## src/sv/mtsf_pkg.sv

```systemverilog
package mtsf_pkg;

    // Default longest target, in bytes
    localparam int MAX_TARGET_LEN_DEF = 8;

    // Configuration port geometry: five registers, 64-bit data, 8-byte stride
    localparam int CFG_DATA_W = 64;
    localparam int CFG_ADDR_W = 6;
    localparam int CFG_IDX_LSB = 3;

    // Target text and length widths
    localparam int TEXT_W = 64;
    localparam int LEN_W = 4;

    // Register map
    typedef enum logic [2:0] {
        REG_FIRST_TEXT  = 3'd0,
        REG_FIRST_LEN   = 3'd1,
        REG_SECOND_TEXT = 3'd2,
        REG_SECOND_LEN  = 3'd3,
        REG_USE_SECOND  = 3'd4
    } t_reg_idx;

    // Result codes
    typedef enum logic [1:0] {
        ST_SEARCHING = 2'd0,
        ST_MATCHED   = 2'd1,
        ST_TIMEOUT   = 2'd2
    } t_status;

    // Settings as seen by the sequencer
    typedef struct packed {
        logic [TEXT_W-1:0] first_text;
        logic [LEN_W-1:0]  first_len;
        logic [TEXT_W-1:0] second_text;
        logic [LEN_W-1:0]  second_len;
        logic              use_second;
    } t_cfg;

    // Input beat
    typedef struct packed {
        logic [7:0] stream_byte;
        logic       read_timed_out;
    } t_in_item;

    // Output beat
    typedef struct packed {
        logic [1:0] search_status;
        logic       matched_target;
    } t_out_item;

endpackage

```

## src/sv/mtsf_regs.sv

```systemverilog
module mtsf_regs (
    input  logic                                 i_clk,
    input  logic                                 i_rst_n,
    input  logic                                 psel,
    input  logic                                 penable,
    input  logic                                 pwrite,
    input  logic [mtsf_pkg::CFG_ADDR_W-1:0]      paddr,
    input  logic [mtsf_pkg::CFG_DATA_W-1:0]      pwdata,
    output logic [mtsf_pkg::CFG_DATA_W-1:0]      prdata,
    output logic                                 pready,
    output mtsf_pkg::t_cfg                       o_cfg
);

    mtsf_pkg::t_cfg   r_cfg;
    mtsf_pkg::t_reg_idx w_idx;
    logic             w_wr;

    assign w_idx  = mtsf_pkg::t_reg_idx'(paddr[mtsf_pkg::CFG_ADDR_W-1:mtsf_pkg::CFG_IDX_LSB]);
    assign w_wr   = psel && penable && pwrite;
    assign pready = 1'b1;
    assign o_cfg  = r_cfg;

    // Hold register contents, write on the access cycle
    always_ff @(posedge i_clk) begin
        if (!i_rst_n) begin
            r_cfg.first_text  <= '0;
            r_cfg.first_len   <= mtsf_pkg::LEN_W'(1);
            r_cfg.second_text <= '0;
            r_cfg.second_len  <= mtsf_pkg::LEN_W'(1);
            r_cfg.use_second  <= 1'b0;
        end else if (w_wr) begin
            unique case (w_idx)
                mtsf_pkg::REG_FIRST_TEXT:  r_cfg.first_text  <= pwdata;
                mtsf_pkg::REG_FIRST_LEN:   r_cfg.first_len   <= pwdata[mtsf_pkg::LEN_W-1:0];
                mtsf_pkg::REG_SECOND_TEXT: r_cfg.second_text <= pwdata;
                mtsf_pkg::REG_SECOND_LEN:  r_cfg.second_len  <= pwdata[mtsf_pkg::LEN_W-1:0];
                mtsf_pkg::REG_USE_SECOND:  r_cfg.use_second  <= pwdata[0];
                default: ;
            endcase
        end
    end

    // Read back
    always_comb begin
        prdata = '0;
        unique case (w_idx)
            mtsf_pkg::REG_FIRST_TEXT:  prdata = r_cfg.first_text;
            mtsf_pkg::REG_FIRST_LEN:   prdata[mtsf_pkg::LEN_W-1:0] = r_cfg.first_len;
            mtsf_pkg::REG_SECOND_TEXT: prdata = r_cfg.second_text;
            mtsf_pkg::REG_SECOND_LEN:  prdata[mtsf_pkg::LEN_W-1:0] = r_cfg.second_len;
            mtsf_pkg::REG_USE_SECOND:  prdata[0] = r_cfg.use_second;
            default: prdata = '0;
        endcase
    end

endmodule

```

## src/sv/mtsf_prefix_cmp.sv

```systemverilog
module mtsf_prefix_cmp #(
    parameter int MAX_TARGET_LEN = mtsf_pkg::MAX_TARGET_LEN_DEF
) (
    input  logic [mtsf_pkg::TEXT_W-1:0] i_text,
    input  logic [7:0]                  i_byte,
    input  logic [2:0]                  i_pos,
    input  logic [2:0]                  i_orig,
    output logic                        o_byte_eq,
    output logic                        o_prefix_eq
);

    logic [2:0]                  w_diff;
    logic [mtsf_pkg::TEXT_W-1:0] w_shifted;

    // Compare the incoming byte with target byte at the probe position
    assign o_byte_eq = (i_text[{i_pos, 3'b000} +: 8] == i_byte);

    // Slide the target down by the fallback distance
    assign w_diff    = i_orig - i_pos;
    assign w_shifted = i_text >> {w_diff, 3'b000};

    // Check that the shorter prefix agrees with the tail of the longer one
    always_comb begin
        o_prefix_eq = 1'b1;
        for (int i = 0; i < MAX_TARGET_LEN; i++) begin
            if ((3'(i) < i_pos) && (i_text[8*i +: 8] != w_shifted[8*i +: 8])) begin
                o_prefix_eq = 1'b0;
            end
        end
    end

endmodule

```

## src/sv/mtsf_seq.sv

```systemverilog
module mtsf_seq #(
    parameter int MAX_TARGET_LEN = mtsf_pkg::MAX_TARGET_LEN_DEF
) (
    input  logic                i_clk,
    input  logic                i_rst_n,
    input  mtsf_pkg::t_cfg      i_cfg,
    input  logic                i_in_valid,
    output logic                o_in_stall,
    input  mtsf_pkg::t_in_item  i_in_data,
    output logic                o_out_valid,
    input  logic                i_out_stall,
    output mtsf_pkg::t_out_item o_out_data
);

    typedef enum logic [2:0] {
        S_IDLE,
        S_START,
        S_ADV,
        S_FALL,
        S_DONE
    } t_state;

    localparam logic [mtsf_pkg::LEN_W-1:0] MaxLen = mtsf_pkg::LEN_W'(MAX_TARGET_LEN);

    t_state                      r_state;
    logic [7:0]                  r_byte;
    logic                        r_tmo;
    logic                        r_tgt;
    logic [2:0]                  r_orig;
    logic [2:0]                  r_cand;
    logic [3:0]                  r_idx0;
    logic [3:0]                  r_idx1;
    logic [1:0]                  r_status;
    logic                        r_which;
    logic                        r_out_valid;
    mtsf_pkg::t_out_item         r_out;

    logic [mtsf_pkg::LEN_W-1:0]  w_len0;
    logic [mtsf_pkg::LEN_W-1:0]  w_len1;
    logic                        w_two;
    logic [mtsf_pkg::TEXT_W-1:0] w_text;
    logic [mtsf_pkg::LEN_W-1:0]  w_len;
    logic [3:0]                  w_idx_raw;
    logic [3:0]                  w_idx;
    logic [3:0]                  w_idx_inc;
    logic [3:0]                  w_cand_inc;
    logic [2:0]                  w_pos;
    logic                        w_byte_eq;
    logic                        w_prefix_eq;
    logic                        w_next_tgt;

    // Clamp lengths to the longest supported target
    assign w_len0 = (i_cfg.first_len > MaxLen) ? MaxLen : i_cfg.first_len;
    assign w_len1 = (i_cfg.second_len > MaxLen) ? MaxLen : i_cfg.second_len;
    assign w_two  = i_cfg.use_second;

    // Select the target under work; a stale index starts over
    assign w_text     = r_tgt ? i_cfg.second_text : i_cfg.first_text;
    assign w_len      = r_tgt ? w_len1 : w_len0;
    assign w_idx_raw  = r_tgt ? r_idx1 : r_idx0;
    assign w_idx      = (w_idx_raw >= w_len) ? 4'd0 : w_idx_raw;
    assign w_idx_inc  = w_idx + 4'd1;
    assign w_cand_inc = {1'b0, r_cand} + 4'd1;
    assign w_pos      = (r_state == S_FALL) ? r_cand : w_idx[2:0];
    assign w_next_tgt = !r_tgt && w_two;

    mtsf_prefix_cmp #(
        .MAX_TARGET_LEN (MAX_TARGET_LEN)
    ) u_cmp (
        .i_text      (w_text),
        .i_byte      (r_byte),
        .i_pos       (w_pos),
        .i_orig      (r_orig),
        .o_byte_eq   (w_byte_eq),
        .o_prefix_eq (w_prefix_eq)
    );

    assign o_in_stall  = (r_state != S_IDLE);
    assign o_out_valid = r_out_valid;
    assign o_out_data  = r_out;

    // Sequencer: one probe of the shared compare unit per cycle while advancing or falling back
    always_ff @(posedge i_clk) begin
        if (!i_rst_n) begin
            r_state     <= S_IDLE;
            r_tgt       <= 1'b0;
            r_idx0      <= 4'd0;
            r_idx1      <= 4'd0;
            r_out_valid <= 1'b0;
        end else begin
            // Drop the output beat once taken; the done state reloads it itself
            if (r_out_valid && !i_out_stall && (r_state != S_DONE)) begin
                r_out_valid <= 1'b0;
            end

            unique case (r_state)
                S_IDLE: begin
                    if (i_in_valid) begin
                        r_byte  <= i_in_data.stream_byte;
                        r_tmo   <= i_in_data.read_timed_out;
                        r_state <= S_START;
                    end
                end

                // Empty targets and timeout take priority over the byte
                S_START: begin
                    r_tgt <= 1'b0;
                    if (w_len0 == '0) begin
                        r_status <= mtsf_pkg::ST_MATCHED;
                        r_which  <= 1'b0;
                        r_idx0   <= 4'd0;
                        r_idx1   <= 4'd0;
                        r_state  <= S_DONE;
                    end else if (w_two && (w_len1 == '0)) begin
                        r_status <= mtsf_pkg::ST_MATCHED;
                        r_which  <= 1'b1;
                        r_idx0   <= 4'd0;
                        r_idx1   <= 4'd0;
                        r_state  <= S_DONE;
                    end else if (r_tmo) begin
                        r_status <= mtsf_pkg::ST_TIMEOUT;
                        r_which  <= 1'b0;
                        r_idx0   <= 4'd0;
                        r_idx1   <= 4'd0;
                        r_state  <= S_DONE;
                    end else begin
                        r_state <= S_ADV;
                    end
                end

                // Try to extend the current match
                S_ADV: begin
                    if (w_byte_eq && (w_idx_inc == w_len)) begin
                        r_status <= mtsf_pkg::ST_MATCHED;
                        r_which  <= r_tgt;
                        r_idx0   <= 4'd0;
                        r_idx1   <= 4'd0;
                        r_state  <= S_DONE;
                    end else if (w_byte_eq || (w_idx == 4'd0)) begin
                        if (r_tgt) begin
                            r_idx1 <= w_byte_eq ? w_idx_inc : 4'd0;
                        end else begin
                            r_idx0 <= w_byte_eq ? w_idx_inc : 4'd0;
                        end
                        if (w_next_tgt) begin
                            r_tgt   <= 1'b1;
                            r_state <= S_ADV;
                        end else begin
                            r_status <= mtsf_pkg::ST_SEARCHING;
                            r_which  <= 1'b0;
                            r_state  <= S_DONE;
                        end
                    end else begin
                        r_orig  <= w_idx[2:0];
                        r_cand  <= w_idx[2:0] - 3'd1;
                        r_state <= S_FALL;
                    end
                end

                // Walk shorter prefixes down until one agrees with the input
                S_FALL: begin
                    if ((w_byte_eq && w_prefix_eq) || (r_cand == 3'd0)) begin
                        if (r_tgt) begin
                            r_idx1 <= w_byte_eq ? w_cand_inc : 4'd0;
                        end else begin
                            r_idx0 <= w_byte_eq ? w_cand_inc : 4'd0;
                        end
                        if (w_next_tgt) begin
                            r_tgt   <= 1'b1;
                            r_state <= S_ADV;
                        end else begin
                            r_status <= mtsf_pkg::ST_SEARCHING;
                            r_which  <= 1'b0;
                            r_state  <= S_DONE;
                        end
                    end else begin
                        r_cand <= r_cand - 3'd1;
                    end
                end

                // Hand the result to the output register once it is free
                S_DONE: begin
                    if (!r_out_valid || !i_out_stall) begin
                        r_out.search_status  <= r_status;
                        r_out.matched_target <= r_which;
                        r_out_valid          <= 1'b1;
                        r_state              <= S_IDLE;
                    end
                end

                default: r_state <= S_IDLE;
            endcase
        end
    end

endmodule

```

## src/sv/multi_target_stream_finder_core.sv

```systemverilog
// One item in flight at a time: the input stalls from acceptance until the result
// is handed to the output register. A miss starts the fallback walk: one candidate
// prefix per cycle through the shared shift-compare unit, up to 7 per target,
// targets taken in turn.
// Reset (synchronous, active low) clears both match indices, restores register defaults
// and empties the output register.
module multi_target_stream_finder_core #(
    parameter int MAX_TARGET_LEN = mtsf_pkg::MAX_TARGET_LEN_DEF
) (
    input  logic                            i_clk,
    input  logic                            i_rst_n,
    input  logic                            psel,
    input  logic                            penable,
    input  logic                            pwrite,
    input  logic [mtsf_pkg::CFG_ADDR_W-1:0] paddr,
    input  logic [mtsf_pkg::CFG_DATA_W-1:0] pwdata,
    output logic [mtsf_pkg::CFG_DATA_W-1:0] prdata,
    output logic                            pready,
    input  logic                            i_in_valid,
    output logic                            o_in_stall,
    input  mtsf_pkg::t_in_item              i_in_data,
    output logic                            o_out_valid,
    input  logic                            i_out_stall,
    output mtsf_pkg::t_out_item             o_out_data
);

    mtsf_pkg::t_cfg w_cfg;

    // Register file
    mtsf_regs u_regs (
        .i_clk   (i_clk),
        .i_rst_n (i_rst_n),
        .psel    (psel),
        .penable (penable),
        .pwrite  (pwrite),
        .paddr   (paddr),
        .pwdata  (pwdata),
        .prdata  (prdata),
        .pready  (pready),
        .o_cfg   (w_cfg)
    );

    // Match sequencer
    mtsf_seq #(
        .MAX_TARGET_LEN (MAX_TARGET_LEN)
    ) u_seq (
        .i_clk       (i_clk),
        .i_rst_n     (i_rst_n),
        .i_cfg       (w_cfg),
        .i_in_valid  (i_in_valid),
        .o_in_stall  (o_in_stall),
        .i_in_data   (i_in_data),
        .o_out_valid (o_out_valid),
        .i_out_stall (i_out_stall),
        .o_out_data  (o_out_data)
    );

endmodule

```

## config.mk

```make
export PLATFORM = sky130hd
export DESIGN_NAME = multi_target_stream_finder_core
export DESIGN_NICKNAME = d
export VERILOG_FILES = /design/src/sv/mtsf_pkg.sv /design/src/sv/mtsf_regs.sv /design/src/sv/mtsf_prefix_cmp.sv /design/src/sv/mtsf_seq.sv /design/src/sv/multi_target_stream_finder_core.sv
export SDC_FILE = /design/constraint.sdc
export NUM_CORES = 1
export LEC_CHECK = 0
export BUFFER_PORTS_ARGS = -buffer_cell sky130_fd_sc_hd__buf_2
export CORE_MARGIN = 5
export CORE_UTILIZATION = 30
export DETAILED_ROUTE_END_ITERATION = 8
export PLACE_DENSITY = 0.5
export SLEW_MARGIN = 10
export SYNTH_ARGS = -nofsm -noshare
export SYNTH_HDL_FRONTEND = slang
export SYNTH_HIERARCHICAL = 1
export SYNTH_SLANG_ARGS = --single-unit
```

## constraint.sdc

```tcl
create_clock -name i_clk -period 6.25 [get_ports i_clk]
set_clock_uncertainty 0.15 [all_clocks]
set_input_delay 0.3125 -clock i_clk [delete_from_list [all_inputs] [get_ports i_clk]]
set_output_delay 0.3125 -clock i_clk [all_outputs]
set_load 0.005 [all_outputs]
```

==> flow_metrics.tcl <==
set metrics [dict create \
    synth_ff_type "dfxtp_1" \
    antenna_found_initial 1 \
    cp.required_ns 6.44 \
    ys_seq_area_frac 0.290 \
    antenna_cells 0 \
    postSynthCellCount 1273 \
    io_pins 156 \
    power_frac_seq 0.452 \
    leakage_nw 6.09 \
    ys_ff_latch 171 \
    finalMaxSlewViolations 0 \
    cts_buffer_depth 2 \
    vias 11000 \
    timing.rr.end "u_seq/r_idx1[2]" \
    p_per_area_nw_per_um2 159 \
    grt_max_degree 110 \
    yosysTopAreaCellShare 0.240 \
    die_x_um 214 \
    fin_nets 1630 \
    power_mw 2.50 \
    reg2reg_depth 30 \
    wire_per_inst_um 20.5 \
    place_area_um2 14100 \
    antenna_left 0 \
    layout_common_cells "nand2_1, mux2i_1, buf_2" \
    syn_to_final_growth_pct 25.7 \
    start_util 0.305 \
    netlist_area_um2 12500 \
    async_flop_share 0 \
    cts_max_level 4 \
    worstSetupStartpointType "flip-flop" \
    worstReg2RegStart "u_seq/r_tgt" \
    clk_pin_slew_ns 0.07 \
    dieArea_um2 45900 \
    period_share 1.05 \
    slowest_delay_ns 0.89 \
    first_pass_iters 5 \
    period_needed_ns 6.59 \
    insertion_delay_ns 0.46 \
    drive_gt1_frac 0.329 \
    worst_pin_slew_ns 1.09 \
    relSlewSlack 0.272 \
    syn_nets 1370 \
    p_clk_frac 0.457 \
    first_global_vias 11200 \
    dp_hpwl_mm 29.4 \
    layout_commonest_cell "nand2_1" \
    rsz0062_at_grt "yes" \
    fp-row-count 74 \
    critPathCaptureType "flip-flop" \
    overflow 0 \
    totalWireLength_mm 42.6 \
    final_area_um2 15700 \
    cts_tree "yes" \
    coreArea_um2 41100 \
    synth_edf_count 21 \
    crit_end "u_seq/r_idx1[2]" \
    cap_violations 0 \
    avgSynthCellArea_um2 9.84 \
    violations "negative setup slack" \
    cp_slowest_cell "fa_4" \
    r2r_slack_ns -0.34 \
    nFillCells 4143 \
    outcome "finished, violations left" \
    vias_per_cell 5.29 \
    ys_types 94 \
    switching_power_mw 0.641 \
    cts_made_buffers 17 \
    grt_pass1_wl_mm 65.6 \
    switching_share 0.257 \
    min_path_type "primary input to flip-flop" \
    peakVddDrop_uv 190 \
    die_h_um 214 \
    remaining_drc_errors 0 \
    yosys_warnings 6 \
    combPwrFrac 0.092 \
    timing.fmax_ghz 0.152 \
    ctsRootBufferMaster "clkbuf_16" \
    crit_fanout 6 \
    cts_sinks 171 \
    path_class "flip-flop to flip-flop" \
    track_usage 0.180 \
    place.gp.congestion 0.906 \
    io_buffers 151 \
    worstPathArrival_ns 6.78 \
    setup_viol 13 \
    p_int_mw 1.86 \
    hold_violations 0 \
    setup_ws_ns -0.342 \
    synth_area_leaders "dfxtp_1, mux2i_1, mux4_2" \
    drt_iter0_markers 1006 \
    worstSetupStartpoint "u_seq/r_tgt" \
    synth_top_cell_by_area "dfxtp_1" \
]
==> worst max-delay path, delay by kind of cell, from the launching register on <==
family | cells | cell delay, ns
AOI/OAI and AO/OA | 8 | 1.72
muxes | 2 | 0.75
adders and majority gates | 2 | 1.09
buffers and inverters | 6 | 0.67
and+or+nand+nor | 12 | 1.69
DFF | 1 | 0.37
==> cell families after synthesis <==
logic type	Yosys count	share of synthesized area
compound gates	219	0.133
flops	171	0.290
simple gates	372	0.138
buf+inv	135	0.0726
other cells	1	0.000299
fa+ha+maj	11	0.0116
xor+xnor	61	0.0453
mux	303	0.310
==> flip-flops by register name, indices dropped and copies added (netlist names) <==
| signal | cells |
|---|---|
| u_regs/o_cfg | 137 |
| u_seq/o_out_data | 3 |
| u_seq/o_out_valid | 1 |
| u_seq/r_byte | 8 |
| u_seq/r_cand | 3 |
| u_seq/r_idx0 | 4 |
| u_seq/r_idx1 | 4 |
| u_seq/r_orig | 3 |
| u_seq/r_state | 3 |
| u_seq/r_status | 2 |
| u_seq/r_tgt | 1 |
| u_seq/r_tmo | 1 |
| u_seq/r_which | 1 |
==> worst min-delay path by stage <==
stage	start	to	slack, ns	depth (start not counted)
6_report	pwdata[1]	u_regs/o_cfg[6]	0.07	3
5_1_grt	pwdata[1]	u_regs/o_cfg[6]	0.07	3
4_1_cts	pwdata[1]	u_regs/o_cfg[2]	0.03	3
3_5_place_dp	u_regs/o_cfg[59]	u_regs/o_cfg[59]	0.31	2
3_3_place_gp	u_regs/o_cfg[127]	u_regs/o_cfg[127]	0.30	2
2_1_floorplan	i_in_data[1]	u_seq/r_byte[0]	0.26	0
==> power groups by stage <==
stage                     logic, mW  clock network [mW]  registers [mW]
after detailed placement      0.187                   0            1.15
after global placement        0.185                   0            1.15
final                         0.228                1.14            1.13
after global routing          0.249                1.22            1.13
after floorplan               0.115                   0            1.15
after CTS                     0.225                1.18            1.13
==> repair_timing <==
item / 4_1_cts / 5_1_grt
gates resized for setup: 26 / 21
pin swaps: 16 / 11
cloned: 1 / 0
buffers inserted: 14 / 5
hold endpoints to repair: 133 / 0
setup endpoints to repair: 18 / 18
hold buffers: 71 / 0
==> metal layers <==
layer | up-vias | part of all wire | track usage
met5 | - | 0 | 0
met4 | 0 | 0.024 | 0.0636
met3 | 58 | 0.064 | 0.0378
met2 | 351 | 0.45 | 0.281
met1 | 5391 | 0.46 | 0.246
li1 | 5196 | - | -
==> layout make-up <==
class / instances / area (µm²) / share of cell area
Clock buffer: 18 / 450 / 0.0286
Clock inverter: 14 / 170 / 0.0108
Inverter: 26 / 100 / 0.00636
Multi-Input combinational cell: 967 / 8180 / 0.519
Sequential cell: 171 / 3640 / 0.231
Tap cell: 532 / 666 / 0.0423
Timing Repair Buffer: 350 / 2540 / 0.161
==> through the flow <==
| stage | TNS [ns] | hold WS, ns | util | setup WS, ns | std cells |
|---|---|---|---|---|---|
| CTS | -5.02 | 0.0340 | 0.380 | -0.427 | 2073 |
| finish | -4.08 | 0.0717 | 0.383 | -0.342 | 2078 |
| global route | -8.27 | 0.0704 | 0.383 | -0.644 | 2078 |
| global placement | -10.14 | 0.303 | 0.342 | -0.719 | 1958 |
| detailed placement | -10.59 | 0.307 | 0.342 | -0.752 | 1958 |
| floorplan | 0 | 0.261 | - | 0.0257 | 1273 |
==> Yosys cell counts, types with 12 or more instances <==
cell type,instances
nand4_1,13
clkbuf_1,39
a21oi_1,49
buf_2,22
dfxtp_1,150
nand2_1,222
inv_1,24
xor2_1,35
nor2_1,41
edfxtp_1,21
mux2_2,74
mux4_2,55
mux2i_1,169
nor2b_1,22
a22o_1,61
nor3_1,12
o21ai_0,25
nand3_1,12
xnor2_1,24
Power figures use the tool's default switching activity.
